**config.mk**
```make
export PLATFORM = sky130hd
export DESIGN_NAME = preemptive_remaining_time_scheduler_unit
export DESIGN_NICKNAME = d
export VERILOG_FILES = /design/src/rtl/core/prts_pkg.sv /design/src/rtl/core/prts_ram.sv /design/src/rtl/core/prts_ctrl.sv /design/src/rtl/core/prts_datapath.sv /design/src/rtl/core/preemptive_remaining_time_scheduler_unit.sv
export VERILOG_INCLUDE_DIRS = /design/src /design/src/rtl/core
export SDC_FILE = /design/constraint.sdc
export NUM_CORES = 1
export LEC_CHECK = 0
export BUFFER_PORTS_ARGS = -buffer_cell sky130_fd_sc_hd__buf_2
export CAP_MARGIN = 10
export CORE_ASPECT_RATIO = 1.2
export CORE_MARGIN = 4
export CORE_UTILIZATION = 55
export DETAILED_ROUTE_END_ITERATION = 10
export GPL_TIMING_DRIVEN = 0
export PLACE_DENSITY = 0.71
export RECOVER_POWER = 100
export SETUP_SLACK_MARGIN = 0.4
export SLEW_MARGIN = 20
export SYNTH_ARGS = -nofsm -noshare
export SYNTH_HDL_FRONTEND = slang
export SYNTH_SLANG_ARGS = --single-unit
export TNS_END_PERCENT = 20
```
**constraint.sdc**
```tcl
create_clock -name clk_i -period 14.58 [get_ports clk_i]
set_input_delay 1.458 -clock clk_i [delete_from_list [all_inputs] [get_ports clk_i]]
set_output_delay 1.458 -clock clk_i [all_outputs]
set_load 0.1 [all_outputs]
```
**src/rtl/core/preemptive_remaining_time_scheduler_unit_defines.svh**
```systemverilog
// Assertion macros shared by the scheduler RTL.
`ifndef PREEMPTIVE_REMAINING_TIME_SCHEDULER_UNIT_DEFINES_SVH
`define PREEMPTIVE_REMAINING_TIME_SCHEDULER_UNIT_DEFINES_SVH

// Property checked on every rising clock edge outside reset.
`define PRTS_ASSERT(name, prop, msg) \
  name: assert property (@(posedge clk_i) disable iff (!rst_ni) prop) \
    else $error(msg);

// Condition that must never be true.
`define PRTS_ASSERT_NEVER(name, expr, msg) \
  `PRTS_ASSERT(name, !(expr), msg)

`endif

```
**src/rtl/core/prts_pkg.sv**
```systemverilog
// Shared types and constants for the preemptive remaining-time scheduler.
package prts_pkg;

  localparam int unsigned MaxProcessesDef = 16;
  localparam int unsigned TimeWidthDef    = 16;

  localparam int unsigned CmdW       = 2;
  localparam int unsigned SlotW      = 4;
  localparam int unsigned FieldTimeW = 16;
  localparam int unsigned PrioW      = 8;
  localparam int unsigned ModeW      = 2;

  typedef enum logic [CmdW-1:0] {
    CMD_LOAD  = 2'd0,
    CMD_TICK  = 2'd1,
    CMD_CLEAR = 2'd2
  } cmd_e;

  typedef enum logic [ModeW-1:0] {
    MODE_SRTF = 2'd0,
    MODE_LRTF = 2'd1,
    MODE_PRIO = 2'd2
  } mode_e;

  typedef enum logic [2:0] {
    ST_IDLE,
    ST_SCAN,
    ST_LAST,
    ST_CALC,
    ST_UPDATE
  } state_e;

  typedef struct packed {
    logic load_en;
    logic clear_en;
    logic tick_start;
    logic rd_en;
    logic cmp_en;
    logic calc_en;
    logic update_en;
  } prts_cmd_t;

  typedef struct packed {
    logic out_ready;
  } prts_status_t;

endpackage

```
**src/rtl/core/prts_ram.sv**
```systemverilog
// Generic single-write, single-read RAM with registered read data.
module prts_ram #(
  parameter int unsigned Width = 16,
  parameter int unsigned Depth = 16,
  localparam int unsigned AddrW = $clog2(Depth)
) (
  input  logic             clk_i,
  input  logic             we_i,
  input  logic [AddrW-1:0] waddr_i,
  input  logic [Width-1:0] wdata_i,
  input  logic             re_i,
  input  logic [AddrW-1:0] raddr_i,
  output logic [Width-1:0] rdata_o
);

  logic [Width-1:0] mem_q [Depth];
  logic [Width-1:0] rdata_q;

  always_ff @(posedge clk_i) begin
    if (we_i) begin
      mem_q[waddr_i] <= wdata_i;
    end
    if (re_i) begin
      rdata_q <= mem_q[raddr_i];
    end
  end

  assign rdata_o = rdata_q;

endmodule

```
**src/rtl/core/prts_ctrl.sv**
```systemverilog
// Scheduler controller: accepts beats and sequences the slot scan and update.
`include "preemptive_remaining_time_scheduler_unit_defines.svh"

module prts_ctrl import prts_pkg::*; #(
  parameter int unsigned MaxProcesses = MaxProcessesDef,
  localparam int unsigned IdxW = $clog2(MaxProcesses)
) (
  input  logic                clk_i,
  input  logic                rst_ni,
  input  logic                in_valid_i,
  input  logic [CmdW-1:0]     command_i,
  output logic                in_stall_o,
  input  prts_status_t        status_i,
  output prts_cmd_t           cmd_o,
  output logic [IdxW-1:0]     rd_idx_o,
  output logic [IdxW-1:0]     cmp_idx_o
);

  localparam logic [IdxW-1:0] LastIdx = IdxW'(MaxProcesses - 1);

  state_e          state_q, state_d;
  logic [IdxW-1:0] idx_q, idx_d;
  logic            cmp_q, cmp_d;
  logic [IdxW-1:0] cmp_idx_q;

  always_ff @(posedge clk_i or negedge rst_ni) begin
    if (!rst_ni) begin
      state_q <= ST_IDLE;
      idx_q   <= '0;
      cmp_q   <= 1'b0;
    end else begin
      state_q <= state_d;
      idx_q   <= idx_d;
      cmp_q   <= cmp_d;
    end
  end

  // Slot whose read data arrives next cycle.
  always_ff @(posedge clk_i) begin
    cmp_idx_q <= idx_q;
  end

  always_comb begin
    state_d    = state_q;
    idx_d      = idx_q;
    cmd_o      = '0;
    in_stall_o = 1'b1;
    case (state_q)
      ST_IDLE: begin
        in_stall_o = 1'b0;
        idx_d      = '0;
        if (in_valid_i) begin
          case (command_i)
            CMD_LOAD:  cmd_o.load_en = 1'b1;
            CMD_CLEAR: cmd_o.clear_en = 1'b1;
            CMD_TICK: begin
              cmd_o.tick_start = 1'b1;
              state_d          = ST_SCAN;
            end
            default: ;
          endcase
        end
      end
      ST_SCAN: begin
        cmd_o.rd_en = 1'b1;
        idx_d       = idx_q + IdxW'(1);
        if (idx_q == LastIdx) begin
          state_d = ST_LAST;
        end
      end
      ST_LAST: state_d = ST_CALC;
      ST_CALC: begin
        cmd_o.calc_en = 1'b1;
        state_d       = ST_UPDATE;
      end
      ST_UPDATE: begin
        // hold until the output register has room
        if (status_i.out_ready) begin
          cmd_o.update_en = 1'b1;
          state_d         = ST_IDLE;
        end
      end
      default: state_d = ST_IDLE;
    endcase
    cmd_o.cmp_en = cmp_q;
  end

  assign cmp_d     = (state_q == ST_SCAN);
  assign rd_idx_o  = idx_q;
  assign cmp_idx_o = cmp_idx_q;

  `PRTS_ASSERT(a_last_follows_scan, state_q == ST_LAST |-> $past(state_q) == ST_SCAN, "last compare without scan")
  `PRTS_ASSERT(a_scan_from_zero, (state_q == ST_SCAN && $past(state_q) == ST_IDLE) |-> idx_q == '0, "scan does not start at slot zero")
  `PRTS_ASSERT_NEVER(a_accept_during_scan, !in_stall_o && (cmd_o.cmp_en || cmd_o.rd_en), "beat accepted while scan busy")

endmodule

```
**src/rtl/core/prts_datapath.sv**
```systemverilog
// Scheduler datapath: slot tables, live bits, time counter, winner search, result register.
`include "preemptive_remaining_time_scheduler_unit_defines.svh"

module prts_datapath import prts_pkg::*; #(
  parameter int unsigned MaxProcesses = MaxProcessesDef,
  parameter int unsigned TimeWidth    = TimeWidthDef,
  localparam int unsigned IdxW = $clog2(MaxProcesses)
) (
  input  logic                  clk_i,
  input  logic                  rst_ni,
  input  logic                  sched_mode_we_i,
  input  logic [ModeW-1:0]      sched_mode_i,
  input  logic [SlotW-1:0]      slot_i,
  input  logic [FieldTimeW-1:0] arrival_i,
  input  logic [FieldTimeW-1:0] burst_i,
  input  logic [PrioW-1:0]      prio_i,
  input  prts_cmd_t             cmd_i,
  input  logic [IdxW-1:0]       rd_idx_i,
  input  logic [IdxW-1:0]       cmp_idx_i,
  output prts_status_t          status_o,
  output logic                  out_valid_o,
  input  logic                  out_stall_i,
  output logic [SlotW-1:0]      run_slot_o,
  output logic                  idle_o,
  output logic                  finished_o,
  output logic [FieldTimeW-1:0] now_time_o,
  output logic [FieldTimeW-1:0] turnaround_o,
  output logic [FieldTimeW-1:0] waiting_o,
  output logic                  all_done_o
);

  localparam int unsigned TW    = TimeWidth;
  localparam int unsigned ExtW  = (TW > FieldTimeW) ? TW : FieldTimeW;
  localparam int unsigned AttrW = 2 * TW + PrioW;
  localparam logic [TW-1:0] TimeMax = '1;

  function automatic logic [TW-1:0] sat_time(input logic [FieldTimeW-1:0] v);
    logic [ExtW-1:0] ext;
    ext = ExtW'(v);
    if (ext > ExtW'(TimeMax)) begin
      return TimeMax;
    end
    return TW'(ext);
  endfunction

  logic [ModeW-1:0]        mode_q;
  logic [TW-1:0]           time_q;
  logic [MaxProcesses-1:0] live_q;
  logic                    have_q;
  logic                    done_q;
  logic [IdxW-1:0]         best_idx_q;
  logic [TW-1:0]           best_rem_q;
  logic [TW-1:0]           best_arr_q;
  logic [TW-1:0]           best_bur_q;
  logic [PrioW-1:0]        best_prio_q;
  logic [TW-1:0]           tat_q;

  logic                    out_valid_q;
  logic [SlotW-1:0]        out_run_slot_q;
  logic                    out_idle_q;
  logic                    out_finished_q;
  logic [FieldTimeW-1:0]   out_now_time_q;
  logic [FieldTimeW-1:0]   out_turnaround_q;
  logic [FieldTimeW-1:0]   out_waiting_q;
  logic                    out_all_done_q;

  logic [TW-1:0]           load_arr;
  logic [TW-1:0]           load_bur;
  logic                    slot_ok;
  logic [IdxW-1:0]         load_idx;
  logic                    load_we;

  logic [AttrW-1:0]        attr_rd;
  logic [TW-1:0]           rd_arr;
  logic [TW-1:0]           rd_bur;
  logic [PrioW-1:0]        rd_prio;
  logic [TW-1:0]           rd_rem;

  logic                    rem_we;
  logic [IdxW-1:0]         rem_waddr;
  logic [TW-1:0]           rem_wdata;
  logic                    rem_upd_we;
  logic [TW-1:0]           rem_dec;
  logic                    fin;

  logic                    eligible;
  logic                    beats;
  logic                    take;
  logic [TW-1:0]           time_next;
  logic [TW-1:0]           wait_val;
  logic [MaxProcesses-1:0] fin_mask;
  logic                    ran;

  assign load_arr = sat_time(arrival_i);
  assign load_bur = sat_time(burst_i);
  assign slot_ok  = 32'(slot_i) < MaxProcesses;
  assign load_idx = IdxW'(slot_i);
  assign load_we  = cmd_i.load_en && slot_ok;

  prts_ram #(
    .Width(AttrW),
    .Depth(MaxProcesses)
  ) u_attr_ram (
    .clk_i   (clk_i),
    .we_i    (load_we),
    .waddr_i (load_idx),
    .wdata_i ({load_arr, load_bur, prio_i}),
    .re_i    (cmd_i.rd_en),
    .raddr_i (rd_idx_i),
    .rdata_o (attr_rd)
  );

  assign rd_arr  = attr_rd[AttrW-1 -: TW];
  assign rd_bur  = attr_rd[PrioW +: TW];
  assign rd_prio = attr_rd[PrioW-1:0];

  assign ran        = have_q && !done_q;
  assign rem_upd_we = cmd_i.update_en && ran;
  assign rem_dec    = best_rem_q - TW'(1);
  assign fin        = (best_rem_q == TW'(1));
  assign rem_we     = load_we || rem_upd_we;
  assign rem_waddr  = load_we ? load_idx : best_idx_q;
  assign rem_wdata  = load_we ? load_bur : rem_dec;

  prts_ram #(
    .Width(TW),
    .Depth(MaxProcesses)
  ) u_rem_ram (
    .clk_i   (clk_i),
    .we_i    (rem_we),
    .waddr_i (rem_waddr),
    .wdata_i (rem_wdata),
    .re_i    (cmd_i.rd_en),
    .raddr_i (rd_idx_i),
    .rdata_o (rd_rem)
  );

  // Candidate against current best; strict so the lower slot keeps a tie.
  always_comb begin
    if (mode_q == MODE_PRIO) begin
      beats = rd_prio < best_prio_q;
    end else if (rd_rem != best_rem_q) begin
      beats = (mode_q == MODE_LRTF) ? (rd_rem > best_rem_q) : (rd_rem < best_rem_q);
    end else begin
      beats = rd_arr < best_arr_q;
    end
  end

  assign eligible  = live_q[cmp_idx_i] && (rd_arr <= time_q);
  assign take      = cmd_i.cmp_en && eligible && (!have_q || beats);
  assign time_next = (time_q == TimeMax) ? time_q : time_q + TW'(1);
  assign wait_val  = (tat_q >= best_bur_q) ? tat_q - best_bur_q : '0;

  always_comb begin
    fin_mask = '0;
    if (ran && fin) begin
      fin_mask[best_idx_q] = 1'b1;
    end
  end

  always_ff @(posedge clk_i or negedge rst_ni) begin
    if (!rst_ni) begin
      mode_q <= MODE_SRTF;
      time_q <= '0;
      live_q <= '0;
      have_q <= 1'b0;
      done_q <= 1'b0;
    end else begin
      if (sched_mode_we_i) begin
        mode_q <= sched_mode_i;
      end
      if (cmd_i.clear_en) begin
        time_q <= '0;
        live_q <= '0;
      end else if (load_we) begin
        live_q[load_idx] <= (load_bur != '0);
      end else if (cmd_i.update_en) begin
        if (!done_q) begin
          time_q <= time_next;
        end
        live_q <= live_q & ~fin_mask;
      end
      if (cmd_i.tick_start) begin
        have_q <= 1'b0;
        done_q <= ~|live_q;
      end else if (take) begin
        have_q <= 1'b1;
      end
    end
  end

  always_ff @(posedge clk_i) begin
    if (take) begin
      best_idx_q  <= cmp_idx_i;
      best_rem_q  <= rd_rem;
      best_arr_q  <= rd_arr;
      best_bur_q  <= rd_bur;
      best_prio_q <= rd_prio;
    end
    if (cmd_i.calc_en) begin
      tat_q <= (time_next >= best_arr_q) ? time_next - best_arr_q : '0;
    end
  end

  always_ff @(posedge clk_i or negedge rst_ni) begin
    if (!rst_ni) begin
      out_valid_q <= 1'b0;
    end else if (cmd_i.update_en) begin
      out_valid_q <= 1'b1;
    end else if (!out_stall_i) begin
      out_valid_q <= 1'b0;
    end
  end

  always_ff @(posedge clk_i) begin
    if (cmd_i.update_en) begin
      out_run_slot_q   <= ran ? SlotW'(best_idx_q) : '0;
      out_idle_q       <= !done_q && !have_q;
      out_finished_q   <= ran && fin;
      out_now_time_q   <= FieldTimeW'(done_q ? time_q : time_next);
      out_turnaround_q <= (ran && fin) ? FieldTimeW'(tat_q) : '0;
      out_waiting_q    <= (ran && fin) ? FieldTimeW'(wait_val) : '0;
      out_all_done_q   <= done_q || ~|(live_q & ~fin_mask);
    end
  end

  assign status_o.out_ready = !out_valid_q || !out_stall_i;

  assign out_valid_o  = out_valid_q;
  assign run_slot_o   = out_run_slot_q;
  assign idle_o       = out_idle_q;
  assign finished_o   = out_finished_q;
  assign now_time_o   = out_now_time_q;
  assign turnaround_o = out_turnaround_q;
  assign waiting_o    = out_waiting_q;
  assign all_done_o   = out_all_done_q;

  `PRTS_ASSERT(a_winner_is_live, (cmd_i.update_en && ran) |-> live_q[best_idx_q], "selected slot is not live")
  `PRTS_ASSERT_NEVER(a_idle_excl, out_valid_q && out_idle_q && (out_finished_q || out_all_done_q), "idle beat reports finish or all done")

endmodule

```
**src/rtl/core/preemptive_remaining_time_scheduler_unit.sv**
```systemverilog
// Top level of the preemptive remaining-time / priority scheduler.
// A load, clear or unknown command beat is taken while idle and returns
// no result. A tick beat holds off the next beat until it is through:
// the beat is accepted, there is one RAM read per slot through a single
// comparator, the last compare completes, the turnaround is subtracted,
// and the update step writes the winner, the time counter and the result
// register. The result register lets the next beat be accepted while a
// tick result is still stalled; a later tick waits in its update step
// until that result is taken. Slot tables need no clearing pass after
// reset: per-slot live bits hold which slots have time left.
`include "preemptive_remaining_time_scheduler_unit_defines.svh"

module preemptive_remaining_time_scheduler_unit import prts_pkg::*; #(
  parameter int unsigned MaxProcesses = MaxProcessesDef,
  parameter int unsigned TimeWidth    = TimeWidthDef
) (
  input  logic                  clk_i,
  input  logic                  rst_ni,
  input  logic                  sched_mode_we_i,
  input  logic [ModeW-1:0]      sched_mode_i,
  input  logic                  in_valid_i,
  output logic                  in_stall_o,
  input  logic [CmdW-1:0]       command_i,
  input  logic [SlotW-1:0]      slot_i,
  input  logic [FieldTimeW-1:0] arrival_i,
  input  logic [FieldTimeW-1:0] burst_i,
  input  logic [PrioW-1:0]      prio_i,
  output logic                  out_valid_o,
  input  logic                  out_stall_i,
  output logic [SlotW-1:0]      run_slot_o,
  output logic                  idle_o,
  output logic                  finished_o,
  output logic [FieldTimeW-1:0] now_time_o,
  output logic [FieldTimeW-1:0] turnaround_o,
  output logic [FieldTimeW-1:0] waiting_o,
  output logic                  all_done_o
);

  localparam int unsigned IdxW = $clog2(MaxProcesses);

  prts_cmd_t       cmd;
  prts_status_t    status;
  logic [IdxW-1:0] rd_idx;
  logic [IdxW-1:0] cmp_idx;

  prts_ctrl #(
    .MaxProcesses(MaxProcesses)
  ) u_ctrl (
    .clk_i      (clk_i),
    .rst_ni     (rst_ni),
    .in_valid_i (in_valid_i),
    .command_i  (command_i),
    .in_stall_o (in_stall_o),
    .status_i   (status),
    .cmd_o      (cmd),
    .rd_idx_o   (rd_idx),
    .cmp_idx_o  (cmp_idx)
  );

  prts_datapath #(
    .MaxProcesses(MaxProcesses),
    .TimeWidth   (TimeWidth)
  ) u_datapath (
    .clk_i           (clk_i),
    .rst_ni          (rst_ni),
    .sched_mode_we_i (sched_mode_we_i),
    .sched_mode_i    (sched_mode_i),
    .slot_i          (slot_i),
    .arrival_i       (arrival_i),
    .burst_i         (burst_i),
    .prio_i          (prio_i),
    .cmd_i           (cmd),
    .rd_idx_i        (rd_idx),
    .cmp_idx_i       (cmp_idx),
    .status_o        (status),
    .out_valid_o     (out_valid_o),
    .out_stall_i     (out_stall_i),
    .run_slot_o      (run_slot_o),
    .idle_o          (idle_o),
    .finished_o      (finished_o),
    .now_time_o      (now_time_o),
    .turnaround_o    (turnaround_o),
    .waiting_o       (waiting_o),
    .all_done_o      (all_done_o)
  );

endmodule
```
==> impl_metrics.env <==
export IMPL_outcome="complete, but fails checks"
export IMPL_violations="capacitance limit, slew limit"
export IMPL_fin_worst_skew_ns=0.0297
export IMPL_cp_endpoint="u_datapath.u_attr_ram.mem_q[3][26]"
export IMPL_relSlewSlack_pct=-102
export IMPL_num_io_pins=110
export IMPL_r2r_slack_ns=8.53
export IMPL_grt_pass1_wl_mm=164
export IMPL_hp_start="u_ctrl.rd_idx_o[3]"
export IMPL_hold_path_class="flop to flop"
export IMPL_overflow=0
export IMPL_initial_core_util_pct=55.3
export IMPL_syn_to_final_growth_pct=12.1
export IMPL_synthArstFlopShare_pct=3.98
export IMPL_rsz0062_at_grt="false"
export IMPL_reg2reg_from="u_datapath.best_arr_q[2]"
export IMPL_maxCapViolCount=25
export IMPL_cp_startpoint="in_valid_i"
export IMPL_grtUsageMet2_pct=43.3
export IMPL_synth_edf_count=1083
export IMPL_syn_area_um2=46100
export IMPL_fp_dieH_um=325
export IMPL_grt_max_degree=59
export IMPL_synth_area_per_cell_um2=19.4
export IMPL_finalPower_uw=8590
export IMPL_remaining_drc_errors=0
export IMPL_ctsResizeCount=0
export IMPL_cts_buffers=107
export IMPL_wl_per_cell_um=28.5
export IMPL_hold_viol=0
export IMPL_place_gp_congestion=0.887
export IMPL_viasPerCell=6.20
export IMPL_synth_nets=2521
export IMPL_yosysUniqueCellTypes=80
export IMPL_worst_slew_pin_slew_ns=3.03
export IMPL_clk_latency_ns=0.68
export IMPL_grt_most_used_layer="met2"
export IMPL_cts_setup_buffers=0
export IMPL_timing_setup_tns_ns=0
export IMPL_start_kind="input port"
export IMPL_synthFlopType="edfxtp_1"
export IMPL_vias=24116
export IMPL_cts_tree="done"
export IMPL_port_buffers=107
export IMPL_setup_violations_final=0
export IMPL_worst_slack_ns=8.03
export IMPL_root_buffer="clkbuf_16"
export IMPL_ys_warn_count=0
export IMPL_met3_usage_pct=4.05
export IMPL_preCtsSetupSlack_ns=9.96
export IMPL_clk_pin_slew_worst_paths_ns=0.06
export IMPL_cp_required_ns=14.84
export IMPL_coreArea_um2=83300
export IMPL_fmax_mhz=153
export IMPL_synthCells=2376
export IMPL_period_share_pct=44.9
export IMPL_grt_pass1_vias=25023
export IMPL_ant_nets=0
export IMPL_path_class="input port to flop"
export IMPL_yosys_area_top_type="edfxtp_1"
export IMPL_cts_hold_buf=0
export IMPL_die_w_um=272
export IMPL_die_area_um2=88500
export IMPL_cts_buffer_depth=3
export IMPL_peakVddDrop_mv=0.124
export IMPL_end_kind="flop"
export IMPL_grt_usage_pct=25.4
export IMPL_met1_usage_pct=34.3
export IMPL_powerDensity_nw_per_um2=166
export IMPL_final_layout_size_suffix_gt1_share_pct=18.0
export IMPL_synth_seq_cells=1132
export IMPL_period_minus_slack_ns=6.55
export IMPL_ys_seq_area_share_pct=73.2
export IMPL_power_leakage_uw=0.0166
export IMPL_r2r_end="u_datapath.best_arr_q[1]"
export IMPL_drt_pass1_iter_count=5
export IMPL_maxSlewViolCount=526
export IMPL_antenna_found_initial=10
export IMPL_nets=2820
export IMPL_reg2reg_depth=10
export IMPL_drtIter0Drc=2642
export IMPL_htreeDepth=3
export IMPL_hpwl_mm=76.2
export IMPL_critPathArrivalTime_ns=6.82
export IMPL_wirelength_mm=111
export IMPL_rows=116
export IMPL_worstPathMaxFanout=16
export IMPL_synth_top_area_share_pct=70.6
export IMPL_netlist_top_cells_area="edfxtp_1, mux4_2, dfrtp_1"
export IMPL_cts_sinks=1132
==> final cells by class <==
type                       instances  area (um2)
sequential                      1132       33700
fill                            5969       31700
multi-input combinational       1057       11500
clock buffer                     124        2810
tap                             1121        1400
timing repair buffer             190         721
clock inverter                    73         719
buffer                            95         390
inverter                          92         347
antenna                            4        10.0
==> flip-flops by register name, indices dropped and copies added (netlist names), 8 cells and up <==
register	cells
u_datapath.time_q	16
u_datapath.u_rem_ram.rdata_o	16
u_datapath.best_prio_q	8
u_datapath.u_rem_ram.mem_q	256
u_datapath.best_bur_q	16
u_datapath.u_attr_ram.rdata_o	40
u_datapath.tat_q	16
u_datapath.best_arr_q	16
u_datapath.best_rem_q	16
u_datapath.waiting_o	16
u_datapath.u_attr_ram.mem_q	640
u_datapath.now_time_o	16
u_datapath.turnaround_o	16
u_datapath.live_q	16
==> through the flow <==
step	area, um2	util [%]	hold slack [ns]	cells
floorplan	46100	-	0.345	2376
global placement	48000	57.6	0.354	3604
detailed placement	49600	59.6	0.357	3687
CTS	53200	63.8	0.372	3884
global route	51600	62.0	0.383	3884
finish	51700	62.0	0.375	3888
==> worst min path at each step <==
stage / end / cells after the start
3_5_place_dp: u_ctrl.cmp_idx_o[3] / 0
2_1_floorplan: u_ctrl.cmp_idx_o[2] / 0
3_3_place_gp: u_ctrl.cmp_idx_o[2] / 0
6_report: u_ctrl.cmp_idx_o[3] / 0
4_1_cts: u_ctrl.cmp_idx_o[3] / 0
5_1_grt: u_ctrl.cmp_idx_o[2] / 0
==> kinds of logic (layout without fill, tap and decap cells) <==
| kind of cell | after synthesis | after routing | share of synthesized area [%] |
|---|---|---|---|
| and+or+nand+nor | 377 | 377 | 3.94 |
| adders and majority gates | 92 | 92 | 2.53 |
| buffers and inverters | 187 | 574 | 1.61 |
| other | 0 | 4 | 0 |
| xor gates and xnor gates | 52 | 52 | 0.989 |
| muxes | 297 | 297 | 14.2 |
| AOI/OAI and AO/OA | 239 | 239 | 3.51 |
| DFF | 1132 | 1132 | 73.2 |
==> where the power goes <==
part           total [uW]  leakage, uW  internal [uW]  switching (uW)
Combinational        1900      0.00446            873            1030
Clock                2780      0.00173           1600            1190
Sequential           3900       0.0104           3810            99.1
Total                8590       0.0166           6280            2310
==> cells in the mapped netlist, drive strengths merged, types with 24 or more instances <==
cell    number
a21oi       67
and2        24
buf         48
clkbuf      47
dfrtp       45
edfxtp    1083
ha          90
inv         91
mux4       285
nand2       93
nand3       29
nor2       120
nor3        33
o21ai       53
xnor2       38
==> worst max-delay path, cell delays in order <==
cell and delay, ns:
buf_2 0.09, nor2b_1 0.43, nand3_1 0.45, or3_1 0.45, clkbuf_1 0.24, nor2_1 1.49, clkbuf_1 1.00, clkbuf_1 1.18
==> cell usage in the layout (no fill, tap or decap), types with 10 or more instances in the layout <==
master / count
nand3_1: 28
clkinv_1: 17
nor2_1: 120
and2_0: 12
xnor2_1: 38
nand2_1: 93
o31ai_1: 10
dfrtp_1: 45
clkbuf_1: 258
edfxtp_1: 1083
a21o_1: 11
a21oi_1: 67
a22o_1: 14
o221ai_1: 11
clkinv_2: 27
clkbuf_16: 109
mux4_2: 285
bufinv_16: 12
o21a_1: 10
nand4_1: 16
inv_1: 89
nand2b_1: 12
o21ai_0: 50
nor2b_1: 12
ha_1: 90
xor2_1: 14
nor3_1: 33
and2_1: 12
buf_2: 25
==> metal layers <==
metal | wire (um) | up-vias
li1 | - | 10273
met4 | 3100 | 10
met1 | 42900 | 12667
met3 | 7980 | 185
met5 | 57 | -
met2 | 56900 | 981
No activity file was read; power rests on OpenSTA's default activity.
